### config.mk
export PLATFORM = sky130hd
export DESIGN_NAME = lock_order_deadlock_detector_flat
export DESIGN_NICKNAME = d
export VERILOG_FILES = /design/src/hdl/lodd_pkg.sv /design/src/hdl/lodd_channels_if.sv /design/src/hdl/lock_order_deadlock_detector.sv /design/src/hdl/lodd_ram.sv /design/src/flat_wrapper.sv
export SDC_FILE = /design/constraint.sdc
export NUM_CORES = 2
export LEC_CHECK = 0
export BUFFER_PORTS_ARGS = -buffer_cell sky130_fd_sc_hd__buf_2
export CAP_MARGIN = 20
export CORE_ASPECT_RATIO = 0.6
export CORE_MARGIN = 2
export CORE_UTILIZATION = 30
export CTS_CLUSTER_DIAMETER = 80
export DETAILED_ROUTE_END_ITERATION = 10
export GPL_TIMING_DRIVEN = 0
export SYNTH_ARGS = -nofsm -noshare
export SYNTH_HDL_FRONTEND = slang
export SYNTH_SLANG_ARGS = --single-unit
export TNS_END_PERCENT = 10
### constraint.sdc
create_clock -name clock -period 8.87 [get_ports clock]
set_input_delay 1.3305 -clock clock [delete_from_list [all_inputs] [get_ports clock]]
set_output_delay 1.3305 -clock clock [all_outputs]
set_load 0.005 [all_outputs]
### src/hdl/lodd_pkg.sv
// ----------------------------------------------------------------------------
// lodd_pkg
// shared types and codes of the lock order deadlock detector
// ----------------------------------------------------------------------------
package lodd_pkg;

   typedef logic [2:0] status_type;

   localparam status_type ST_OK           = 3'd0;
   localparam status_type ST_DEADLOCK     = 3'd1;
   localparam status_type ST_MULTI_UNLOCK = 3'd2;
   localparam status_type ST_BAD_UNLOCK   = 3'd3;
   localparam status_type ST_TABLE_FULL   = 3'd4;
   localparam status_type ST_OVERFLOW     = 3'd5;
   localparam status_type ST_HALTED       = 3'd6;

   localparam logic MODE_ACQUIRE = 1'b0;
   localparam logic MODE_RELEASE = 1'b1;

   localparam int TAG_W = 16;
   localparam int IDX_W = 5;

   typedef enum logic [3:0] {
      S_IDLE,
      S_LOOK_RD,
      S_LOOK_CMP,
      S_HOLD_CHK,
      S_HTOP_CMP,
      S_EDGE_CHK,
      S_ROOT,
      S_ROW,
      S_SCAN,
      S_POP,
      S_PUSH,
      S_RESP
   } state_type;

endpackage

### src/hdl/lodd_channels_if.sv
// ----------------------------------------------------------------------------
// lodd channels
// valid/ready channels for lock events and their results
// ----------------------------------------------------------------------------
interface lodd_req_if import lodd_pkg::*; ();
   logic               valid;
   logic               ready;
   logic               mode;
   logic [TAG_W-1:0]   lock_tag;

   modport source (output valid, output mode, output lock_tag, input ready);
   modport sink (input valid, input mode, input lock_tag, output ready);
endinterface

interface lodd_rsp_if import lodd_pkg::*; ();
   logic               valid;
   logic               ready;
   status_type         status;
   logic [IDX_W-1:0]   lock_index;
   logic [IDX_W-1:0]   cycle_from;
   logic [IDX_W-1:0]   cycle_to;

   modport source (output valid, output status, output lock_index, output cycle_from,
                   output cycle_to, input ready);
   modport sink (input valid, input status, input lock_index, input cycle_from,
                 input cycle_to, output ready);
endinterface

### src/hdl/lock_order_deadlock_detector.sv
// ----------------------------------------------------------------------------
// lock_order_deadlock_detector
// Takes lock acquire/release transactions on req_chan and answers each with
// exactly one result transaction on rsp_chan (status, lock index, back edge).
// Tags are looked up one table entry at a time (S_LOOK_RD, then S_LOOK_CMP).
// A new ordering edge starts a depth-first search that tests one adjacency
// bit per cycle in S_SCAN, pausing in S_ROW to fetch a row on each push and
// in S_POP and S_ROW on each pop. Halted items and empty-stack releases go
// from idle to the result; items scanning the edge matrix take the longest.
// req_chan.ready is high only while the sequencer is idle, one item at a
// time. The result sits in an output register; the sequencer may already
// accept the next transaction, and holds a finished result in place while
// the receiver stalls. Reset clears the known count, stack depth, edge row
// valid bits and the sticky fault; tables need no clearing pass. After any
// error every later transaction answers halted until reset.
// ----------------------------------------------------------------------------
module lock_order_deadlock_detector import lodd_pkg::*; #(
   parameter int MAX_LOCKS  = 32,
   parameter int HOLD_DEPTH = 16
) (
   input  logic    clock,
   input  logic    reset,
   lodd_req_if.sink   req_chan,
   lodd_rsp_if.source rsp_chan
);

   localparam int IW  = $clog2(MAX_LOCKS);
   localparam int CW  = IW + 1;
   localparam int HW  = $clog2(HOLD_DEPTH);
   localparam int DW  = HW + 1;
   localparam int WKW = IW + CW;

   state_type           state_ff, state_in;
   logic                mode_ff, mode_in;
   logic [TAG_W-1:0]    tag_ff, tag_in;
   logic [IW-1:0]       id_ff, id_in;
   logic [CW-1:0]       idx_ff, idx_in;
   logic [CW-1:0]       known_ff, known_in;
   logic [DW-1:0]       depth_ff, depth_in;
   logic                fault_ff, fault_in;
   logic [MAX_LOCKS-1:0] edge_valid_ff, edge_valid_in;
   logic [MAX_LOCKS-1:0] seen_ff, seen_in;
   logic [MAX_LOCKS-1:0] done_ff, done_in;
   logic [MAX_LOCKS-1:0] row_ff, row_in;
   logic [CW-1:0]       root_ff, root_in;
   logic [IW-1:0]       here_ff, here_in;
   logic [CW-1:0]       cursor_ff, cursor_in;
   logic [IW-1:0]       sp_ff, sp_in;
   logic [IW-1:0]       prev_ff, prev_in;
   status_type          res_status_ff, res_status_in;
   logic [IDX_W-1:0]    res_index_ff, res_index_in;
   logic [IDX_W-1:0]    res_from_ff, res_from_in;
   logic [IDX_W-1:0]    res_to_ff, res_to_in;
   logic                rsp_valid_ff, rsp_valid_in;
   status_type          rsp_status_ff, rsp_status_in;
   logic [IDX_W-1:0]    rsp_index_ff, rsp_index_in;
   logic [IDX_W-1:0]    rsp_from_ff, rsp_from_in;
   logic [IDX_W-1:0]    rsp_to_ff, rsp_to_in;

   logic                tag_we;
   logic [IW-1:0]       tag_waddr, tag_raddr;
   logic [TAG_W-1:0]    tag_rdata;
   logic                held_we;
   logic [HW-1:0]       held_waddr, held_raddr;
   logic [IW-1:0]       held_rdata;
   logic                edge_we;
   logic [IW-1:0]       edge_waddr, edge_raddr;
   logic [MAX_LOCKS-1:0] edge_wdata, edge_rdata, edge_row;
   logic                walk_we;
   logic [IW-1:0]       walk_waddr, walk_raddr;
   logic [WKW-1:0]      walk_wdata, walk_rdata;
   logic [MAX_LOCKS-1:0] id_bit;
   logic [IW-1:0]       scan_j;

   lodd_ram #(.WIDTH(TAG_W), .DEPTH(MAX_LOCKS)) u_tag_ram (
      .clock(clock), .wr_en(tag_we), .wr_addr(tag_waddr), .wr_data(tag_ff),
      .rd_addr(tag_raddr), .rd_data(tag_rdata));

   lodd_ram #(.WIDTH(IW), .DEPTH(HOLD_DEPTH)) u_held_ram (
      .clock(clock), .wr_en(held_we), .wr_addr(held_waddr), .wr_data(id_ff),
      .rd_addr(held_raddr), .rd_data(held_rdata));

   lodd_ram #(.WIDTH(MAX_LOCKS), .DEPTH(MAX_LOCKS)) u_edge_ram (
      .clock(clock), .wr_en(edge_we), .wr_addr(edge_waddr), .wr_data(edge_wdata),
      .rd_addr(edge_raddr), .rd_data(edge_rdata));

   lodd_ram #(.WIDTH(WKW), .DEPTH(MAX_LOCKS)) u_walk_ram (
      .clock(clock), .wr_en(walk_we), .wr_addr(walk_waddr), .wr_data(walk_wdata),
      .rd_addr(walk_raddr), .rd_data(walk_rdata));

   assign id_bit = {{(MAX_LOCKS-1){1'b0}}, 1'b1} << id_ff;
   assign scan_j = cursor_ff[IW-1:0];

   always_ff @(posedge clock) begin
      if (reset) begin
         state_ff      <= S_IDLE;
         known_ff      <= '0;
         depth_ff      <= '0;
         fault_ff      <= 1'b0;
         edge_valid_ff <= '0;
         rsp_valid_ff  <= 1'b0;
      end else begin
         state_ff      <= state_in;
         known_ff      <= known_in;
         depth_ff      <= depth_in;
         fault_ff      <= fault_in;
         edge_valid_ff <= edge_valid_in;
         rsp_valid_ff  <= rsp_valid_in;
      end
      mode_ff       <= mode_in;
      tag_ff        <= tag_in;
      id_ff         <= id_in;
      idx_ff        <= idx_in;
      seen_ff       <= seen_in;
      done_ff       <= done_in;
      row_ff        <= row_in;
      root_ff       <= root_in;
      here_ff       <= here_in;
      cursor_ff     <= cursor_in;
      sp_ff         <= sp_in;
      prev_ff       <= prev_in;
      res_status_ff <= res_status_in;
      res_index_ff  <= res_index_in;
      res_from_ff   <= res_from_in;
      res_to_ff     <= res_to_in;
      rsp_status_ff <= rsp_status_in;
      rsp_index_ff  <= rsp_index_in;
      rsp_from_ff   <= rsp_from_in;
      rsp_to_ff     <= rsp_to_in;
   end

   always_comb begin
      state_in      = state_ff;
      mode_in       = mode_ff;
      tag_in        = tag_ff;
      id_in         = id_ff;
      idx_in        = idx_ff;
      known_in      = known_ff;
      depth_in      = depth_ff;
      fault_in      = fault_ff;
      edge_valid_in = edge_valid_ff;
      seen_in       = seen_ff;
      done_in       = done_ff;
      row_in        = row_ff;
      root_in       = root_ff;
      here_in       = here_ff;
      cursor_in     = cursor_ff;
      sp_in         = sp_ff;
      prev_in       = prev_ff;
      res_status_in = res_status_ff;
      res_index_in  = res_index_ff;
      res_from_in   = res_from_ff;
      res_to_in     = res_to_ff;
      rsp_valid_in  = rsp_valid_ff;
      rsp_status_in = rsp_status_ff;
      rsp_index_in  = rsp_index_ff;
      rsp_from_in   = rsp_from_ff;
      rsp_to_in     = rsp_to_ff;

      tag_we     = 1'b0;
      tag_waddr  = known_ff[IW-1:0];
      tag_raddr  = idx_ff[IW-1:0];
      held_we    = 1'b0;
      held_waddr = depth_ff[HW-1:0];
      held_raddr = HW'(depth_ff - 1'b1);
      edge_we    = 1'b0;
      edge_waddr = prev_ff;
      edge_wdata = '0;
      edge_raddr = here_ff;
      walk_we    = 1'b0;
      walk_waddr = sp_ff;
      walk_wdata = {here_ff, cursor_ff + 1'b1};
      walk_raddr = sp_ff - 1'b1;
      edge_row   = edge_valid_ff[here_ff] ? edge_rdata : '0;

      req_chan.ready = 1'b0;

      if (rsp_valid_ff && rsp_chan.ready) begin
         rsp_valid_in = 1'b0;
      end

      unique case (state_ff)
         S_IDLE: begin
            req_chan.ready = 1'b1;
            if (req_chan.valid) begin
               mode_in       = req_chan.mode;
               tag_in        = req_chan.lock_tag;
               idx_in        = '0;
               res_status_in = ST_OK;
               res_index_in  = '0;
               res_from_in   = '0;
               res_to_in     = '0;
               if (fault_ff) begin
                  res_status_in = ST_HALTED;
                  state_in      = S_RESP;
               end else if (req_chan.mode == MODE_RELEASE && depth_ff == '0) begin
                  res_status_in = ST_MULTI_UNLOCK;
                  fault_in      = 1'b1;
                  state_in      = S_RESP;
               end else begin
                  state_in = S_LOOK_RD;
               end
            end
         end
         S_LOOK_RD: begin
            if (idx_ff == known_ff) begin
               // tag not in table
               if (mode_ff == MODE_RELEASE) begin
                  res_status_in = ST_BAD_UNLOCK;
                  fault_in      = 1'b1;
                  state_in      = S_RESP;
               end else if (known_ff == CW'(MAX_LOCKS)) begin
                  res_status_in = ST_TABLE_FULL;
                  fault_in      = 1'b1;
                  state_in      = S_RESP;
               end else begin
                  tag_we   = 1'b1;
                  id_in    = known_ff[IW-1:0];
                  known_in = known_ff + 1'b1;
                  state_in = S_HOLD_CHK;
               end
            end else begin
               state_in = S_LOOK_CMP;
            end
         end
         S_LOOK_CMP: begin
            if (tag_rdata == tag_ff) begin
               id_in    = idx_ff[IW-1:0];
               state_in = S_HOLD_CHK;
            end else begin
               idx_in   = idx_ff + 1'b1;
               state_in = S_LOOK_RD;
            end
         end
         S_HOLD_CHK: begin
            res_index_in = IDX_W'(id_ff);
            // held ram read of the top entry is issued here
            if (mode_ff == MODE_ACQUIRE && depth_ff == '0) begin
               state_in = S_PUSH;
            end else begin
               state_in = S_HTOP_CMP;
            end
         end
         S_HTOP_CMP: begin
            if (mode_ff == MODE_RELEASE) begin
               if (held_rdata != id_ff) begin
                  res_status_in = ST_BAD_UNLOCK;
                  fault_in      = 1'b1;
               end else begin
                  depth_in = depth_ff - 1'b1;
               end
               state_in = S_RESP;
            end else if (held_rdata == id_ff) begin
               state_in = S_PUSH;
            end else begin
               prev_in    = held_rdata;
               edge_raddr = held_rdata;
               state_in   = S_EDGE_CHK;
            end
         end
         S_EDGE_CHK: begin
            edge_row = edge_valid_ff[prev_ff] ? edge_rdata : '0;
            if ((edge_row & id_bit) != '0) begin
               state_in = S_PUSH;
            end else begin
               edge_we                = 1'b1;
               edge_wdata             = edge_row | id_bit;
               edge_valid_in[prev_ff] = 1'b1;
               seen_in                = '0;
               done_in                = '0;
               root_in                = '0;
               state_in               = S_ROOT;
            end
         end
         S_ROOT: begin
            if (root_ff == known_ff) begin
               state_in = S_PUSH;
            end else if (seen_ff[root_ff[IW-1:0]]) begin
               root_in = root_ff + 1'b1;
            end else begin
               seen_in[root_ff[IW-1:0]] = 1'b1;
               here_in    = root_ff[IW-1:0];
               cursor_in  = '0;
               sp_in      = '0;
               edge_raddr = root_ff[IW-1:0];
               state_in   = S_ROW;
            end
         end
         S_ROW: begin
            row_in   = edge_row;
            state_in = S_SCAN;
         end
         S_SCAN: begin
            if (cursor_ff >= known_ff) begin
               // every successor visited, retire this lock
               done_in[here_ff] = 1'b1;
               if (sp_ff == '0) begin
                  root_in  = root_ff + 1'b1;
                  state_in = S_ROOT;
               end else begin
                  sp_in    = sp_ff - 1'b1;
                  state_in = S_POP;
               end
            end else if (!row_ff[scan_j]) begin
               cursor_in = cursor_ff + 1'b1;
            end else if (!seen_ff[scan_j]) begin
               seen_in[scan_j] = 1'b1;
               walk_we    = 1'b1;
               sp_in      = sp_ff + 1'b1;
               here_in    = scan_j;
               cursor_in  = '0;
               edge_raddr = scan_j;
               state_in   = S_ROW;
            end else if (!done_ff[scan_j]) begin
               // successor still on the walk path: back edge
               res_status_in = ST_DEADLOCK;
               res_from_in   = IDX_W'(here_ff);
               res_to_in     = IDX_W'(scan_j);
               fault_in      = 1'b1;
               state_in      = S_RESP;
            end else begin
               cursor_in = cursor_ff + 1'b1;
            end
         end
         S_POP: begin
            here_in    = walk_rdata[WKW-1:CW];
            cursor_in  = walk_rdata[CW-1:0];
            edge_raddr = walk_rdata[WKW-1:CW];
            state_in   = S_ROW;
         end
         S_PUSH: begin
            if (depth_ff == DW'(HOLD_DEPTH)) begin
               res_status_in = ST_OVERFLOW;
               fault_in      = 1'b1;
            end else begin
               held_we  = 1'b1;
               depth_in = depth_ff + 1'b1;
            end
            state_in = S_RESP;
         end
         S_RESP: begin
            if (!rsp_valid_ff || rsp_chan.ready) begin
               rsp_valid_in  = 1'b1;
               rsp_status_in = res_status_ff;
               rsp_index_in  = res_index_ff;
               rsp_from_in   = res_from_ff;
               rsp_to_in     = res_to_ff;
               state_in      = S_IDLE;
            end
         end
         default: begin
            state_in = S_IDLE;
         end
      endcase
   end

   assign rsp_chan.valid      = rsp_valid_ff;
   assign rsp_chan.status     = rsp_status_ff;
   assign rsp_chan.lock_index = rsp_index_ff;
   assign rsp_chan.cycle_from = rsp_from_ff;
   assign rsp_chan.cycle_to   = rsp_to_ff;

endmodule

### src/hdl/lodd_ram.sv
// ----------------------------------------------------------------------------
// lodd_ram
// simple dual port ram, one write and one read port, registered read
// ----------------------------------------------------------------------------
module lodd_ram #(
   parameter int WIDTH = 16,
   parameter int DEPTH = 32
) (
   input  logic                     clock,
   input  logic                     wr_en,
   input  logic [$clog2(DEPTH)-1:0] wr_addr,
   input  logic [WIDTH-1:0]         wr_data,
   input  logic [$clog2(DEPTH)-1:0] rd_addr,
   output logic [WIDTH-1:0]         rd_data
);

   logic [WIDTH-1:0] mem_ff [DEPTH];
   logic [WIDTH-1:0] rd_data_ff;

   always_ff @(posedge clock) begin
      if (wr_en) begin
         mem_ff[wr_addr] <= wr_data;
      end
      rd_data_ff <= mem_ff[rd_addr];
   end

   assign rd_data = rd_data_ff;

endmodule

### src/flat_wrapper.sv
// flat-port wrapper written by rule: the top's interface ports become plain ports
module lock_order_deadlock_detector_flat import lodd_pkg::*;
#(
   parameter int MAX_LOCKS  = 32,
   parameter int HOLD_DEPTH = 16
)
  (clock, reset, req_chan_valid, req_chan_mode, req_chan_lock_tag, req_chan_ready, rsp_chan_valid, rsp_chan_status, rsp_chan_lock_index, rsp_chan_cycle_from, rsp_chan_cycle_to, rsp_chan_ready);
  lodd_req_if req_chan_i ();
  lodd_rsp_if rsp_chan_i ();
  input  logic clock;
  input  logic reset;
  input wire logic [$bits(req_chan_i.valid)-1:0] req_chan_valid;
  input wire logic [$bits(req_chan_i.mode)-1:0] req_chan_mode;
  input wire logic [$bits(req_chan_i.lock_tag)-1:0] req_chan_lock_tag;
  output wire logic [$bits(req_chan_i.ready)-1:0] req_chan_ready;
  output wire logic [$bits(rsp_chan_i.valid)-1:0] rsp_chan_valid;
  output wire logic [$bits(rsp_chan_i.status)-1:0] rsp_chan_status;
  output wire logic [$bits(rsp_chan_i.lock_index)-1:0] rsp_chan_lock_index;
  output wire logic [$bits(rsp_chan_i.cycle_from)-1:0] rsp_chan_cycle_from;
  output wire logic [$bits(rsp_chan_i.cycle_to)-1:0] rsp_chan_cycle_to;
  input wire logic [$bits(rsp_chan_i.ready)-1:0] rsp_chan_ready;
  assign req_chan_i.valid = req_chan_valid;
  assign req_chan_i.mode = req_chan_mode;
  assign req_chan_i.lock_tag = req_chan_lock_tag;
  assign req_chan_ready = req_chan_i.ready;
  assign rsp_chan_valid = rsp_chan_i.valid;
  assign rsp_chan_status = rsp_chan_i.status;
  assign rsp_chan_lock_index = rsp_chan_i.lock_index;
  assign rsp_chan_cycle_from = rsp_chan_i.cycle_from;
  assign rsp_chan_cycle_to = rsp_chan_i.cycle_to;
  assign rsp_chan_i.ready = rsp_chan_ready;
  lock_order_deadlock_detector #(.MAX_LOCKS(MAX_LOCKS), .HOLD_DEPTH(HOLD_DEPTH)) u_core (.clock(clock), .reset(reset), .req_chan(req_chan_i), .rsp_chan(rsp_chan_i));
endmodule
==> flow_summary.ini <==
[pwr]
ir_drop_v = 0.000253
power.leakage_uw = 0.0349
pwr-share-comb = 0.349
p_int_uw = 21600
p_sw_frac = 0.365
power_frac_clock = 0.269
power.density_nw_per_um2 = 318
seqPwrFrac = 0.382
switchingPower_uw = 12500

[final_layout]
final_cells = 10000
drive_above_1_share = 0.204
seq_area_sq_um = 67000
areaGrowthSynthToFinish_pct = 17.0
final_nets = 5829
fill_cells = 28400
multi_input_area_sq_um = 23500

[sta]
hold_viol = 0
final_min_period_over_clock_period = 0.759
rsz0062_at_grt = no
clock_skew_ns = 0.110
fmax_mhz = 148
drv_slew = 0
fin_tns_setup_ns = 0
relSlewSlack = 0.0787
tightest_slew_ns = 1.38
period_needed_ns = 6.74
setup_viol = 0

[yosys]
async_reset_ff_frac = 0
netlist_area_sq_um = 91600
yosysTopAreaCell = edfxtp_1
ys.flop_type = edfxtp_1
synth_cell_types = 91
postSynthCellCount = 5329
synth_edf_count = 2155
ys_ff_latch = 2268
synth_nets = 5378
yosys-top-cells-area = edfxtp_1 71%, mux4_2 7.9%, mux2i_1 4.1%, dfxtp_1 2.5%, nor2_1 2.0%
ys_warn_count = 0
ys_seq_area_frac = 0.731
synth_top_area_share = 0.706
avgSynthCellArea_sq_um = 17.2

[worst_setup_path]
slowest_stage = a21oi_1
cp_cell_sequence = clkbuf_1 -> buf_2 -> inv_1 -> ha_1 -> nand2b_1 -> a21o_1 -> a21o_1 -> a21oi_1 -> nand3_1 -> nand2_1 -> clkbuf_1 -> a221oi_1 -> o311ai_1 -> o221ai_1 -> a211oi_2
timing.critical_path.buf_inv = 4
cp-start-kind = flip-flop
crit_type = flip-flop to flip-flop
cp_slowest_stage_delay_ns = 0.76
cp-end-kind = flip-flop
arrival_ns = 7.42
critical_path_required_ns = 9.56
crit_family = compound AO/OA/AOI/OAI gates
path_max_fanout = 10

[floorplanning]
io_pins = 41
rows = 157
start_util = 0.301
coreArea_sq_um = 304000
die_w_microns = 717
dieHeight_microns = 432
dieArea_sq_um = 310000

[detailed_routing]
detail_route.wirelength_microns = 268000
routed_via_density = 5.32
drt_iter0_markers = 7940
via_count = 53200
firstDrtPassIters = 7
final_antenna_net_count = 0
remaining_drc_errors = 0
routedWlPerCell_microns = 26.7

[clocking]
post_cts_buffers = 0
cts.sink_count = 2268
htree_levels = 4
cts_tree = done
cts-resized-gates = 0
cts-hold-fix-buffers = 0
insertion_delay_ns = 0.90
cts_buffers = 214
cts_max_path_buffers = 4
clk_pin_slew_ns = 0.06
clockRootBuffer = clkbuf_16

[hold_path]
hold_class = flip-flop to flip-flop

[job]
maxCapViolations = 0

[placed_design]
place.gp.congestion = 0.940
dp_cells = 9569
post-dp-hpwl_microns = 188000
io_buffers = 39

[run_status]
status = finished clean

[global_routing]
grt_start_max_net_pins = 35
grt_pass1_wl_microns = 376000
antenna_found_initial = 15
grt.total_usage = 0.168
first_global_vias = 50300
grt_overflow = 0
==> sequential cells by signal (all words and copies together) (netlist names), 6 cells and up <==
name and count:
u_core.root_ff 6, u_core.cursor_ff 6, u_core.known_ff 6, u_core.edge_valid_ff 32, u_core.u_walk_ram.rd_data 11, u_core.idx_ff 6
u_core.seen_ff 32, u_core.done_ff 32, u_core.u_edge_ram.rd_data 32, u_core.u_edge_ram.mem_ff 1024, u_core.u_tag_ram.rd_data 16, u_core.tag_ff 16
u_core.u_tag_ram.mem_ff 512, u_core.u_walk_ram.mem_ff 352, u_core.row_ff 32, u_core.u_held_ram.mem_ff 80
==> synth_stat cells, drive strengths merged (37+ instances only) <==
master	instances
mux4	323
a21oi	161
xnor2	43
a22oi	53
buf	164
o21ai	96
a221oi	73
dfxtp	113
and2	81
edfxtp	2155
nand2	255
clkbuf	186
o22ai	72
o221ai	66
mux2	60
nor2	487
nor4	110
nand3	37
mux2i	378
a211oi	42
==> final cells by class <==
type,instances,share of cell area
clock buffers,285,0.0546
flip-flops and latches,2268,0.625
diodes,5,0.000117
plain buffers,350,0.0146
well taps,4054,0.0473
inverters,35,0.00123
clock inverters,105,0.00957
multi-input cells,2676,0.219
repair buffers,235,0.0284
==> routing by layer <==
layer | track usage | vias to the layer above | routed length, microns
met5 | 0 | - | 27
met3 | 0.0540 | 357 | 35100
li1 | - | 22200 | -
met4 | 0.0339 | 4 | 5470
met1 | 0.265 | 27600 | 121000
met2 | 0.222 | 3053 | 106000
==> logic make-up (layout without fill, tap and decap cells) <==
group | Yosys count | after routing | synth area share
other | 0 | 5 | 0
AND/OR/NAND/NOR | 1121 | 1121 | 0.0566
buffers and inverters | 385 | 1010 | 0.0185
flip-flops | 2268 | 2268 | 0.731
XOR/XNOR | 62 | 62 | 0.00593
adder cells (fa/ha/maj) | 28 | 28 | 0.00382
multiplexers | 761 | 761 | 0.128
AO/OA/AOI/OAI | 704 | 704 | 0.0561
==> through the flow <==
stage / setup WS, ns / utilization / total power (uW) / area [sq um] / hold slack (ns)
after floorplan: 2.64 / - / 19800 / 91600 / 0.400
after global placement: -3.40 / 0.318 / 24300 / 96900 / 0.413
after detailed placement: 2.44 / 0.328 / 24700 / 99800 / 0.412
after CTS: 2.31 / 0.350 / 33800 / 107000 / 0.420
after global routing: 2.00 / 0.352 / 35200 / 107000 / 0.433
final: 2.13 / 0.352 / 34100 / 107000 / 0.420
==> worst register-to-register path: stages, from the launching register on <==
cell      delay, ns
edfxtp_1       0.45
clkbuf_1       0.42
buf_2          0.36
inv_1          0.27
ha_1           0.36
nand2b_1       0.14
a21o_1         0.17
a21o_1         0.20
a21oi_1        0.76
nand3_1        0.63
nand2_1        0.72
clkbuf_1       0.53
a221oi_1       0.20
o311ai_1       0.41
o221ai_1       0.42
a211oi_2       0.55
==> power by group through the flow <==
stage          combinational, uW  sequential [uW]  clock, uW
2_1_floorplan               6800            13000          0
3_3_place_gp               10900            13400          0
3_5_place_dp               11400            13300          0
4_1_cts                    11500            13000       9300
5_1_grt                    12400            13000       9740
6_report                   11900            13000       9160
==> placed cells by master, fill, tap and decap left out, types with 73 or more instances in the layout <==
cell type / count
a21oi_1: 161
edfxtp_1: 2155
mux2i_1: 378
dfxtp_1: 113
clkbuf_1: 236
a221oi_1: 73
buf_4: 85
nor2_1: 397
buf_2: 136
nor4_1: 102
clkbuf_16: 217
nand2_1: 255
mux4_2: 323
and2_1: 81
==> path summary, 6_finish.rpt <==
kind,cells after the start,endpoint,slack [ns],start
setup / recovery,15,u_core.u_edge_ram.rd_data[15],2.13,u_core.cursor_ff[0]
hold reg to reg,0,u_core.rsp_chan.cycle_from[2],0.42,u_core.res_from_ff[2]
setup reg to reg,15,u_core.u_edge_ram.rd_data[15],2.13,u_core.cursor_ff[0]
hold / removal,0,u_core.rsp_chan.cycle_from[2],0.42,u_core.res_from_ff[2]
Note: power is estimated with default switching activity, not from simulation.
